File: src/sv/fup_pkg.sv
// ----------------------------------------------------------------------------
// fup_pkg
// Shared types for the form urlencoded parser: channel payloads, the run of
// results that one input item produces, and the result kind codes.
// ----------------------------------------------------------------------------
package fup_pkg;

	// result kind codes
	localparam logic [1:0] KIND_KEY_BYTE   = 2'd0;
	localparam logic [1:0] KIND_VALUE_BYTE = 2'd1;
	localparam logic [1:0] KIND_END_KEY    = 2'd2;
	localparam logic [1:0] KIND_END_VALUE  = 2'd3;

	// most results one input item can produce
	localparam int unsigned RUN_MAX = 3;

	typedef struct packed {
		logic [7:0] in_byte;
		logic       end_of_input;
	} in_item_t;

	typedef struct packed {
		logic [1:0] out_kind;
		logic [7:0] out_byte;
		logic       last_of_run;
	} out_item_t;

	typedef struct packed {
		logic [1:0] kind;
		logic [7:0] data;
	} slot_t;

	// all results of one input item, slot 0 first
	typedef struct packed {
		logic [1:0]          cnt;
		slot_t [RUN_MAX-1:0] slot;
	} run_t;

	// append one result to a run
	function automatic run_t run_put(input run_t r, input logic [1:0] kind,
		input logic [7:0] data);
		run_t o;
		o = r;
		if (r.cnt != 2'(RUN_MAX)) begin
			o.slot[r.cnt].kind = kind;
			o.slot[r.cnt].data = data;
			o.cnt = r.cnt + 2'd1;
		end
		return o;
	endfunction

endpackage

File: src/sv/fup_front.sv
// ----------------------------------------------------------------------------
// fup_front
// Accepts request bytes, tracks key/value phase and escapes, and builds the
// run of decoded results for each byte combinationally, in the cycle it is taken.
// ----------------------------------------------------------------------------
module fup_front (
	input  logic             clk,
	input  logic             arst_n,
	input  logic             cfg_valid,
	input  logic [15:0]      cfg_data,
	input  logic             src_valid,
	output logic             src_ready,
	input  fup_pkg::in_item_t src_item,
	input  logic             q_full,
	output logic             q_wr,
	output fup_pkg::run_t    q_run
);
	import fup_pkg::*;

	localparam logic [7:0] CH_EQ      = 8'h3D;
	localparam logic [7:0] CH_AMP     = 8'h26;
	localparam logic [7:0] CH_PLUS    = 8'h2B;
	localparam logic [7:0] CH_PERCENT = 8'h25;
	localparam logic [7:0] CH_SPACE   = 8'h20;

	localparam logic [1:0] ESC_NONE = 2'd0;
	localparam logic [1:0] ESC_ONE  = 2'd1;
	localparam logic [1:0] ESC_TWO  = 2'd2;

	// {is_hex, value}
	function automatic logic [4:0] hex_decode(input logic [7:0] b);
		logic [4:0] r;
		r = 5'd0;
		if (b >= 8'h30 && b <= 8'h39) r = {1'b1, 4'(b - 8'h30)};
		else if (b >= 8'h61 && b <= 8'h66) r = {1'b1, 4'(b - 8'h57)};
		else if (b >= 8'h41 && b <= 8'h46) r = {1'b1, 4'(b - 8'h37)};
		return r;
	endfunction

	logic [15:0] max_len_q;
	logic [15:0] cnt_q, cnt_d;
	logic        phase_q, phase_d;
	logic        open_q, open_d;
	logic [1:0]  seen_q, seen_d;
	logic        fv_q, fv_d;
	logic [3:0]  ev_q, ev_d;
	logic        accept;
	run_t        run;
	logic [4:0]  hx;
	logic [1:0]  data_kind;
	logic [7:0]  delim;

	assign src_ready = !q_full;
	assign accept    = src_valid && src_ready;
	assign q_wr      = accept && (run.cnt != 2'd0);
	assign q_run     = run;

	// classify the byte and build its run
	always_comb begin
		run       = '0;
		cnt_d     = cnt_q;
		phase_d   = phase_q;
		open_d    = open_q;
		seen_d    = seen_q;
		fv_d      = fv_q;
		ev_d      = ev_q;
		hx        = hex_decode(src_item.in_byte);
		data_kind = phase_q ? KIND_VALUE_BYTE : KIND_KEY_BYTE;
		delim     = phase_q ? CH_AMP : CH_EQ;
		if (cnt_q < max_len_q) begin
			cnt_d = cnt_q + 16'd1;
			if (src_item.in_byte == delim) begin
				if (open_q) begin
					if (seen_q != ESC_NONE)
						run = run_put(run, data_kind,
							(seen_q == ESC_TWO && fv_q) ? {4'h0, ev_q} : 8'h00);
					seen_d  = ESC_NONE;
					fv_d    = 1'b0;
					ev_d    = 4'h0;
					run     = run_put(run, phase_q ? KIND_END_VALUE : KIND_END_KEY, 8'h00);
					open_d  = 1'b0;
					phase_d = !phase_q;
				end
			end else begin
				open_d = 1'b1;
				priority if (seen_q == ESC_ONE) begin
					fv_d   = hx[4];
					ev_d   = hx[3:0];
					seen_d = ESC_TWO;
				end else if (seen_q == ESC_TWO) begin
					run = run_put(run, data_kind,
						!fv_q ? 8'h00 : (hx[4] ? {ev_q, hx[3:0]} : {4'h0, ev_q}));
					seen_d = ESC_NONE;
					fv_d   = 1'b0;
					ev_d   = 4'h0;
				end else if (src_item.in_byte == CH_PERCENT) begin
					seen_d = ESC_ONE;
					fv_d   = 1'b0;
					ev_d   = 4'h0;
				end else if (src_item.in_byte == CH_PLUS) begin
					run = run_put(run, data_kind, CH_SPACE);
				end else begin
					run = run_put(run, data_kind, src_item.in_byte);
				end
			end
		end
		// end of input closes whatever is open
		if (src_item.end_of_input) begin
			if (phase_d || open_d) begin
				if (seen_d != ESC_NONE)
					run = run_put(run, phase_d ? KIND_VALUE_BYTE : KIND_KEY_BYTE,
						(seen_d == ESC_TWO && fv_d) ? {4'h0, ev_d} : 8'h00);
				if (!phase_d)
					run = run_put(run, KIND_END_KEY, 8'h00);
				run = run_put(run, KIND_END_VALUE, 8'h00);
			end
			cnt_d   = 16'd0;
			phase_d = 1'b0;
			open_d  = 1'b0;
			seen_d  = ESC_NONE;
			fv_d    = 1'b0;
			ev_d    = 4'h0;
		end
	end

	// parser state and length limit register
	always_ff @(posedge clk or negedge arst_n) begin
		if (!arst_n) begin
			max_len_q <= 16'd1023;
			cnt_q     <= 16'd0;
			phase_q   <= 1'b0;
			open_q    <= 1'b0;
			seen_q    <= ESC_NONE;
			fv_q      <= 1'b0;
			ev_q      <= 4'h0;
		end else begin
			if (cfg_valid)
				max_len_q <= cfg_data;
			if (accept) begin
				cnt_q   <= cnt_d;
				phase_q <= phase_d;
				open_q  <= open_d;
				seen_q  <= seen_d;
				fv_q    <= fv_d;
				ev_q    <= ev_d;
			end
		end
	end

`ifndef SYNTH
	a_seen_range: assert property (@(posedge clk) disable iff (!arst_n)
		seen_q != 2'd3)
		else $error("escape digit count out of range");
	a_eoi_clears: assert property (@(posedge clk) disable iff (!arst_n)
		accept && src_item.end_of_input |=> cnt_q == 16'd0 && !phase_q && !open_q)
		else $error("end of input did not clear parser state");
	a_limit: assert property (@(posedge clk) disable iff (!arst_n)
		accept && !src_item.end_of_input && cnt_q >= max_len_q |=> $stable(cnt_q))
		else $error("byte counted past length limit");
`endif

endmodule

File: src/sv/fup_queue.sv
// ----------------------------------------------------------------------------
// fup_queue
// Short queue of result runs between the front and the back; each side
// stalls on its own.
// ----------------------------------------------------------------------------
module fup_queue #(
	parameter int unsigned DEPTH = 4
) (
	input  logic          clk,
	input  logic          arst_n,
	input  logic          wr_en,
	input  fup_pkg::run_t wr_run,
	input  logic          rd_en,
	output fup_pkg::run_t rd_run,
	output logic          full,
	output logic          empty
);
	import fup_pkg::*;

	localparam int unsigned PTR_W = (DEPTH > 1) ? $clog2(DEPTH) : 1;
	localparam int unsigned CNT_W = $clog2(DEPTH + 1);

	run_t             mem_q [DEPTH];
	logic [PTR_W-1:0] wr_ptr_q, rd_ptr_q;
	logic [CNT_W-1:0] count_q;

	assign full   = count_q == CNT_W'(DEPTH);
	assign empty  = count_q == '0;
	assign rd_run = mem_q[rd_ptr_q];

	// run storage
	always_ff @(posedge clk) begin
		if (wr_en)
			mem_q[wr_ptr_q] <= wr_run;
	end

	// pointers and fill count
	always_ff @(posedge clk or negedge arst_n) begin
		if (!arst_n) begin
			wr_ptr_q <= '0;
			rd_ptr_q <= '0;
			count_q  <= '0;
		end else begin
			if (wr_en)
				wr_ptr_q <= (wr_ptr_q == PTR_W'(DEPTH - 1)) ? '0 : wr_ptr_q + 1'b1;
			if (rd_en)
				rd_ptr_q <= (rd_ptr_q == PTR_W'(DEPTH - 1)) ? '0 : rd_ptr_q + 1'b1;
			if (wr_en && !rd_en)
				count_q <= count_q + 1'b1;
			else if (rd_en && !wr_en)
				count_q <= count_q - 1'b1;
		end
	end

`ifndef SYNTH
	a_no_overflow: assert property (@(posedge clk) disable iff (!arst_n)
		!(wr_en && full))
		else $error("write to full queue");
	a_no_underflow: assert property (@(posedge clk) disable iff (!arst_n)
		!(rd_en && empty))
		else $error("read from empty queue");
	a_no_empty_run: assert property (@(posedge clk) disable iff (!arst_n)
		wr_en |-> wr_run.cnt != 2'd0)
		else $error("empty run written to queue");
	a_count_up: assert property (@(posedge clk) disable iff (!arst_n)
		wr_en && !rd_en |=> count_q == $past(count_q) + 1'b1)
		else $error("fill count did not follow write");
`endif

endmodule

File: src/sv/fup_back.sv
// ----------------------------------------------------------------------------
// fup_back
// Takes runs from the queue head and sends their results one per cycle while
// dst_ready is high, marking the last result of each run.
// ----------------------------------------------------------------------------
module fup_back (
	input  logic                clk,
	input  logic                arst_n,
	input  fup_pkg::run_t       head_run,
	input  logic                q_empty,
	output logic                q_rd,
	output logic                dst_valid,
	input  logic                dst_ready,
	output fup_pkg::out_item_t  dst_item
);
	import fup_pkg::*;

	logic [1:0] idx_q;
	logic       last;
	slot_t      cur;

	assign cur       = head_run.slot[idx_q];
	assign last      = idx_q == (head_run.cnt - 2'd1);
	assign dst_valid = !q_empty;
	assign q_rd      = dst_valid && dst_ready && last;

	// result payload
	always_comb begin
		dst_item.out_kind    = cur.kind;
		dst_item.out_byte    = cur.data;
		dst_item.last_of_run = last;
	end

	// slot index within the head run
	always_ff @(posedge clk or negedge arst_n) begin
		if (!arst_n) begin
			idx_q <= 2'd0;
		end else if (dst_valid && dst_ready) begin
			idx_q <= last ? 2'd0 : idx_q + 2'd1;
		end
	end

`ifndef SYNTH
	a_idx_in_run: assert property (@(posedge clk) disable iff (!arst_n)
		dst_valid |-> idx_q < head_run.cnt)
		else $error("slot index beyond run length");
	a_idx_rewind: assert property (@(posedge clk) disable iff (!arst_n)
		q_rd |=> idx_q == 2'd0)
		else $error("slot index not rewound after run");
	a_idx_hold: assert property (@(posedge clk) disable iff (!arst_n)
		dst_valid && !dst_ready |=> $stable(idx_q))
		else $error("slot index moved while stalled");
`endif

endmodule

File: src/sv/form_urlencoded_parser_core.sv
// ----------------------------------------------------------------------------
// form_urlencoded_parser_core
// Decodes x-www-form-urlencoded request bytes into key and value bytes with
// end-of-key and end-of-value marks.
// ----------------------------------------------------------------------------
// flow: each taken item's run goes into the run queue and its results leave
//   from the queue head; one byte per cycle in while the queue is not full;
//   one result per cycle out while dst_ready is high; the queue absorbs bursts
// reset: parser state clears at once, length limit returns to 1023,
//   no clearing pass
module form_urlencoded_parser_core #(
	parameter int unsigned QUEUE_DEPTH = 4
) (
	input  logic               clk,
	input  logic               arst_n,
	input  logic               cfg_valid,
	output logic               cfg_ready,
	input  logic [15:0]        cfg_data,
	input  logic               src_valid,
	output logic               src_ready,
	input  fup_pkg::in_item_t  src_item,
	output logic               dst_valid,
	input  logic               dst_ready,
	output fup_pkg::out_item_t dst_item
);
	import fup_pkg::*;

	logic q_wr, q_rd, q_full, q_empty;
	run_t wr_run, head_run;

	assign cfg_ready = 1'b1;

	// front: accept and decode
	fup_front u_front (
		.clk       (clk),
		.arst_n    (arst_n),
		.cfg_valid (cfg_valid),
		.cfg_data  (cfg_data),
		.src_valid (src_valid),
		.src_ready (src_ready),
		.src_item  (src_item),
		.q_full    (q_full),
		.q_wr      (q_wr),
		.q_run     (wr_run)
	);

	// run queue
	fup_queue #(
		.DEPTH (QUEUE_DEPTH)
	) u_queue (
		.clk    (clk),
		.arst_n (arst_n),
		.wr_en  (q_wr),
		.wr_run (wr_run),
		.rd_en  (q_rd),
		.rd_run (head_run),
		.full   (q_full),
		.empty  (q_empty)
	);

	// back: serialize results
	fup_back u_back (
		.clk       (clk),
		.arst_n    (arst_n),
		.head_run  (head_run),
		.q_empty   (q_empty),
		.q_rd      (q_rd),
		.dst_valid (dst_valid),
		.dst_ready (dst_ready),
		.dst_item  (dst_item)
	);

endmodule

File: config.mk
export PLATFORM = sky130hd
export DESIGN_NAME = form_urlencoded_parser_core
export DESIGN_NICKNAME = d
export VERILOG_FILES = /design/src/sv/fup_pkg.sv /design/src/sv/fup_front.sv /design/src/sv/fup_queue.sv /design/src/sv/fup_back.sv /design/src/sv/form_urlencoded_parser_core.sv
export SDC_FILE = /design/constraint.sdc
export NUM_CORES = 1
export LEC_CHECK = 0
export BUFFER_PORTS_ARGS = -buffer_cell sky130_fd_sc_hd__buf_2
export CORE_MARGIN = 1.5
export CORE_UTILIZATION = 41
export DETAILED_ROUTE_END_ITERATION = 16
export PLACE_DENSITY_LB_ADDON = 0.2
export SLEW_MARGIN = 0
export SYNTH_ARGS = -nofsm -noshare
export SYNTH_HDL_FRONTEND = slang
export SYNTH_HIERARCHICAL = 1
export SYNTH_SLANG_ARGS = --single-unit
File: constraint.sdc
create_clock -name clk -period 5.4 [get_ports clk]
set_input_delay 0.27 -clock clk [delete_from_list [all_inputs] [get_ports clk]]
set_output_delay 0.27 -clock clk [all_outputs]
set_load 0.03 [all_outputs]
# Yosys cells after proc, flatten, opt, wreduce, memory -nomap -nowiden
# Memories as Yosys holds them, arrays and structs flattened.
# Cells that the tools add are included.
word_totals:
  out_inout_bits: 14
  memories: 1
  ram_bits: 128
  regBits: 50
  elab_cells: 181
memory_table:
  columns: ["memory", "words", "width", "read_ports", "rd_clocked_by_memory_dff", "wr", "line", "rtl"]
  rows:
  - ["u_queue.mem_q", 4, 32, 1, 0, 1, "fup_queue.sv:23", "run_t mem_q [DEPTH];"]
op_classes:
  reduce_logical: 28
  n_eq_ne: 14
  n_lt_le_gt_ge: 16
  muxes: 97
  add_sub_neg: 14
op_table:
  columns: ["operator", "n"]
  rows:
  - ["$mux W32", 20]
  - ["$bwmux W30", 8]
  - ["$demux W10 S2", 8]
  - ["$mux W31", 2]
  - ["$mux W8", 7]
  - ["$mux W10", 5]
  - ["$mux W4", 9]
  - ["$mux W16", 2]
  - ["$bmux W10 S2", 1]
  - ["$mux W2", 10]
  - ["$mux W5", 4]
  - ["$mux W1", 19]
  - ["$add A16 B1 Y16 const B", 1]
  - ["$eq A8 B6 Y1 const B", 2]
  - ["$ge A8 B7 Y1 const B", 2]
  - ["$le A8 B7 Y1 const B", 2]
  - ["$lt A16 B16 Y1", 1]
  - ["$logic_and A1 B1 Y1", 15]
  - ["$lt A2 B3 Y1 const B", 5]
  - ["$add A2 B1 Y2 const B", 7]
  - ["$reduce_bool A2 Y1", 5]
  - ["$eq A2 B2 Y1 const B", 4]
  - ["$eq A8 B6 Y1", 1]
  - ["$ge A2 B1 Y1 const B", 4]
  - ["16 further kinds", 25]

# Depth between registers and ports, before layout
logic_depth:
  word_depth: 52
  ltp_mapped: 15

# Cells and area by module
# The synthesis kept the hierarchy.
by_module_without_submodules:
  columns: ["module", "n_inst", "cells_per_inst", "seq_area_each_um2", "area_each_um2"]
  rows:
  - ["fup_queue", 1, 205, 4018.9, 5082.4]
  - ["fup_front", 1, 409, 1038.5, 3465.8]
  - ["fup_back", 1, 52, 50.0, 361.6]
  - ["form_urlencoded_parser_core", 1, 2, 0.0, 11.3]

# Worst setup path before layout
# OpenSTA, ideal clock, no wires.
synth_path:
  path_kind: "register to register"
  startpoint: "reg u_front.max_len_q[5]"
  endpoint: "mem u_queue/mem_q[1][0] (netlist bit) (enable)"
  path_slack_ps: 1563
  n_path_buf: 1
  arrival_time_ps: 3445
  path_stages_with_launch: 11
  setup_time_ps: 392
  path_cell_list: "dfstp_2 > inv_1 > ha_1 > a21oi_1 > o21ai_1 > a2111o_1 > nor2_4 > mux2_4 > buf_2 > a21oi_1 > and2_1"
synth_via:
  elab_chain_cells: 20
  word_cells_on_any_way: 28
synth_rtl:
  columns: ["element", "line", "rtl"]
  rows:
  - ["start: declaration", "fup_front.sv:40", "logic [15:0] max_len_q;"]
  - ["start signal: assignment", "fup_front.sv:138", "max_len_q <= cfg_data;"]
  - ["$lt A16 B16 Y1 *", "fup_front.sv:70", "if (cnt_q < max_len_q) begin"]
  - ["$mux W32", "fup_front.sv:70", null]
  - ["$add A2 B1 Y2 or $ne A2 B2 Y1 (tied branches)", "fup_pkg.sv:47, fup_pkg.sv:44", null]
  - ["$mux W32", "fup_pkg.sv:44", "if (r.cnt != 2'(RUN_MAX)) begin"]
  - ["$mux W32", "fup_front.sv:110", "if (seen_d != ESC_NONE)"]
  - ["$mux W32", "fup_front.sv:109", "if (phase_d || open_d) begin"]
  - ["$mux W32", "fup_front.sv:108", "if (src_item.end_of_input) begin"]
  - ["$add A2 B1 Y2 or $ne A2 B2 Y1 (tied branches)", "fup_pkg.sv:47, fup_pkg.sv:44", null]
  - ["[... 5 more ...]", null, null]
  - ["$mux W32", "fup_pkg.sv:44", null]
  - ["$mux W32", "fup_front.sv:109", null]
  - ["$mux W32 *", "fup_front.sv:108", null]
  - ["$reduce_bool A2 Y1 *", "fup_front.sv:55", "assign q_wr = accept && (run.cnt != 2'd0);"]
  - ["$logic_and A1 B1 Y1 *", "fup_front.sv:55", null]
  - ["named net q_wr", "form_urlencoded_parser_core.sv:28", "logic q_wr, q_rd, q_full, q_empty;"]
  - ["$mux W1 *", "fup_queue.sv:33", "if (wr_en)"]
  - ["$mux W1 (implied by the code) *", "fup_queue.sv:34", "mem_q[wr_ptr_q] <= wr_run;"]
  - ["end: declaration", "fup_queue.sv:23", null]
# Mark *: on every way through the listed nets, which the timed path passes. The rest lies on a longest branch. The select of a mux whose other input is x is not followed.

# Worst setup path in the final report
layout_path:
  startpoint: "reg u_front.max_len_q[5]"
  endpoint: "reg u_queue.count_q[2]"
layout_via:
  elab_chain_cells: 21
  word_cells_on_any_way: 31
layout_rtl:
  columns: ["element", "line", "rtl"]
  rows:
  - ["$lt A16 B16 Y1 *", "fup_front.sv:70", null]
  - ["$mux W32", "fup_front.sv:70", null]
  - ["$add A2 B1 Y2 or $ne A2 B2 Y1 (tied branches)", "fup_pkg.sv:47, fup_pkg.sv:44", null]
  - ["$mux W32", "fup_pkg.sv:44", null]
  - ["$mux W32", "fup_front.sv:110", null]
  - ["$mux W32", "fup_front.sv:109", null]
  - ["$mux W32", "fup_front.sv:108", null]
  - ["$add A2 B1 Y2 or $ne A2 B2 Y1 (tied branches)", "fup_pkg.sv:47, fup_pkg.sv:44", null]
  - ["[... 6 more ...]", null, null]
  - ["$mux W32", "fup_front.sv:109", null]
  - ["$mux W32 *", "fup_front.sv:108", null]
  - ["$reduce_bool A2 Y1 *", "fup_front.sv:55", null]
  - ["$logic_and A1 B1 Y1 *", "fup_front.sv:55", null]
  - ["named net q_wr", "form_urlencoded_parser_core.sv:28", null]
  - ["$logic_not A1 Y1", "fup_queue.sv:50", "else if (rd_en && !wr_en)"]
  - ["$logic_and A1 B1 Y1", "fup_queue.sv:50", null]
  - ["$reduce_bool A2 Y1 (no source line)", null, null]
  - ["end signal: assignment", "fup_queue.sv:49", "count_q <= count_q + 1'b1;"]
  - ["end signal: assignment", "fup_queue.sv:51", "count_q <= count_q - 1'b1;"]
  - ["end: declaration", "fup_queue.sv:25", "logic [CNT_W-1:0] count_q;"]
# Marks and branches as above.
# A chain may end at the register's enable or synchronous reset.

==> summary.md <==
| Metric | Value |
|---|---|
| Post-CTS Setup Repair Bufs | `0` |
| GP Congestion | `0.865` |
| CP startpoint | `u_front/max_len_q[5]` |
| Hold Crit Class | `primary input to flop` |
| Setup TNS | `0 ns` |
| GRT met3 Usage | `3.67%` |
| Psw | `1.46 mW` |
| Core area | `21200 um2` |
| P per Cell Area | `454 nW/um2` |
| Leak Pwr | `3.70 nW` |
| Drt wl/cell | `18.5 um` |
| N_diodes | `0` |
| Clock-pin slew on the worst setup and hold paths | `0.07 ns` |
| Status | `complete, no violations` |
| Clk sink count | `178` |
| Clock Tree Root | `clkbuf_16` |
| Initial Util | `42.2%` |
| Slowest-stage cell, CP | `a2111oi_2` |
| Critical path class | `flop to flop` |
| Area Overhead vs Synth | `11.4%` |
| Max Fclk | `244 MHz` |
| Cell-by-cell trace of the critical path | `inv_1, ha_1, a21oi_1, o21ai_1, a2111oi_2, nand2_1, buf_4, nor2_1, inv_1, a21oi_1, ha_1, inv_1, fa_1, xor2_1, nor2_1, xor2_1` |
| Final Skew | `0.0142 ns` |
| Worst Hold Depth | `3` |
| Vias in the first global route | `5651` |
| Die area | `22700 um2` |
| Max incr delay on CP | `0.62 ns` |
| Final hold viol count | `0` |
| R2R Path Start | `u_front/max_len_q[5]` |
| Detailed-placement wirelength estimate | `12.5 mm` |
| Largest net degree at the start of global routing | `51` |
| Critical path arrival | `4.45 ns` |
| Gr busiest metal | `met2` |
| CTS max path bufs | `2` |
| Commonest non-fill, non-tap cells in the layout | `128 x edfxtp_1, 66 x nand2_1, 44 x o21ai_0` |
| Count of different cell masters after synthesis | `77` |
| Seq/Total Area, Yosys | `57.3%` |
| Global Route Usage Sum | `17.5%` |
| Global-route wire length before repair | `29.8 mm` |
| Seq pwr share | `41.4%` |
| Most used DFF post-synth | `edfxtp_1` |
| TritonCTS clock tree | `done` |
| RR Endpoint | `u_queue/count_q[2]` |
| DRC | `0` |
| R2R cell count | `16` |
| Setup violators final | `0` |
| Non-filler cells, final | `997` |
| I/O pins | `44` |
| Post-synth EDFFs | `128` |
| Synth warn | `6` |
| Critical path endpoint | `u_queue/count_q[2]` |
| Max Slew Vio Count | `0` |
| Antenna Nets Post-Route | `0` |
| Num CTS Buffers | `17` |
| Via count | `5488` |
| Clock power frac | `29.7%` |
| Final Critical Period | `4.10 ns` |
| First drt pass iteration count | `5` |
| Grt met1 use | `22.9%` |
| Synthesized instance count | `668` |
| Nets | `766` |
| H-tree depth | `4` |
| GRT Residual Overflow | `0` |
| Slew headroom | `42.9%` |
| Internal power | `3.06 mW` |
| Drt first-iter violations | `453` |
| Commonest non-fill, non-tap cell in the layout | `edfxtp_1` |
| Sw Ratio | `32.3%` |
| Via/cell ratio | `5.50` |
| Startpoint Class | `flop` |
| Worst slew pin tran | `0.855 ns` |
| Initial antenna violation count | `0` |
| Hold path startpoint | `cfg_data[15]` |
| RSZ-0062 raised after global routing | `no` |
| Peak VDD IR | `216 uV` |
| Final worst path period share | `75.9%` |
| Die X | `151 um` |
| Met2 usage | `29.1%` |
| Clk_lat worst skew | `0.43 ns` |
| Critical Path RT | `5.75 ns` |
| I/O Buffers | `42` |
| Syn avg cell area | `13.4 um2` |
| Max-cap violations | `0` |
| Async set or reset register ratio after synthesis | `28.1%` |
| Flop-to-flop setup slack | `1.30 ns` |
| Hold Slack | `0.0543 ns` |
| Dpl cells | `964` |
| Share of layout cells above drive strength 1 | `21.3%` |
| Synth Register Bits | `178` |
| Row cnt | `53` |
| Crit Path Max Fanout | `14` |
| Die Y | `151 um` |
| Routed WL | `18.5 mm` |
| Logic pwr share | `28.9%` |
| Post-Synthesis Cell Area | `8920 um2` |
| Crit. End Element | `flop` |
| Top cell by count, worst path | `inv_1` |
layout make-up:
class / instances / area [um2]
fill: 1874 / 11200
sequential: 178 / 5110
multi-input combinational: 424 / 3420
clock buffer: 17 / 425
tap: 275 / 344
timing repair buffer: 52 / 288
clock inverter: 15 / 218
inverter: 36 / 135
cell usage after synthesis (7+ instances only):
| cell | number | share of area, % |
|---|---|---|
| and2_1 | 9 | 0.63 |
| o31ai_1 | 13 | 1.1 |
| nand2_1 | 66 | 2.8 |
| buf_2 | 7 | 0.39 |
| xnor2_1 | 16 | 1.6 |
| inv_1 | 36 | 1.5 |
| clkbuf_1 | 14 | 0.59 |
| nor3_1 | 10 | 0.56 |
| ha_1 | 26 | 3.6 |
| mux2i_1 | 13 | 1.5 |
| o21ai_0 | 44 | 2.5 |
| a22oi_1 | 9 | 0.76 |
| dfrtp_1 | 40 | 11 |
| a21oi_1 | 14 | 0.79 |
| edfxtp_1 | 128 | 43 |
| buf_4 | 19 | 1.6 |
| nor2_1 | 37 | 1.6 |
| dfstp_2 | 10 | 2.9 |
| mux4_2 | 28 | 7.1 |
| a32oi_1 | 8 | 0.79 |
flip-flops by register name (all words and copies together) (netlist names), 3 cells and up:
name	count
u_queue/count_q	3
u_front/max_len_q	16
u_front/ev_q	4
u_queue/mem_q	128
u_front/cnt_q	16
layer usage:
layer	vias to the layer above	share of wire, %
li1	2598	-
met1	2717	45
met2	153	49
met3	20	4.0
met4	0	1.5
met5	-	0
power by group through the flow:
stage	combinational, mW	sequential [mW]	clock [mW]
CTS	1.34	1.88	1.37
global route	1.43	1.90	1.43
global placement	1.31	1.89	0
floorplan	1.10	1.82	0
detailed placement	1.34	1.91	0
finish	1.31	1.87	1.34
kinds of logic after synthesis:
logic type	after synthesis	share of synthesized area, %
compound gates	137	10.9
buf+inv	81	5.02
simple gates	174	10.6
mux	51	10.5
flops	178	57.3
other cells	2	0.0842
xor+xnor	18	1.77
fa+ha+maj	27	3.87
per-stage QoR:
stage / power (mW) / setup slack, ns / instance area, um2 / utilization, %
detailed placement: 3.24 / 1.38 / 9290 / 43.9
CTS: 4.59 / 1.34 / 9940 / 47.0
finish: 4.52 / 1.30 / 9940 / 47.0
global placement: 3.20 / 1.53 / 9290 / 43.9
global route: 4.76 / 1.03 / 9940 / 47.0
floorplan: 2.92 / 1.56 / 8980 / -
worst max-delay path, delay by kind of cell (launching register included):
family,cells,cell delay [ns]
AO/OA/AOI/OAI,4,1.38
adder cells (fa/ha/maj),3,0.99
flip-flops,1,0.52
AND/OR/NAND/NOR,3,0.43
buffers and inverters,4,0.40
XOR/XNOR,2,0.29
how the worst min path moves through the flow:
stage	endpoint	slack (ns)
3_3_place_gp	u_front/cnt_q[15]	0.42
4_1_cts	u_front/max_len_q[11]	0.03
5_1_grt	u_front/max_len_q[11]	0.05
6_report	u_front/max_len_q[15]	0.05
2_1_floorplan	u_back/idx_q[0]	-0.03
3_5_place_dp	u_front/cnt_q[14]	0.44
repair_timing:
item                      in CTS  in global routing
resized for setup              0                  0
hold endpoints to repair      39                  0
hold buffers                   1                  0
Power figures use the tool's default switching activity.
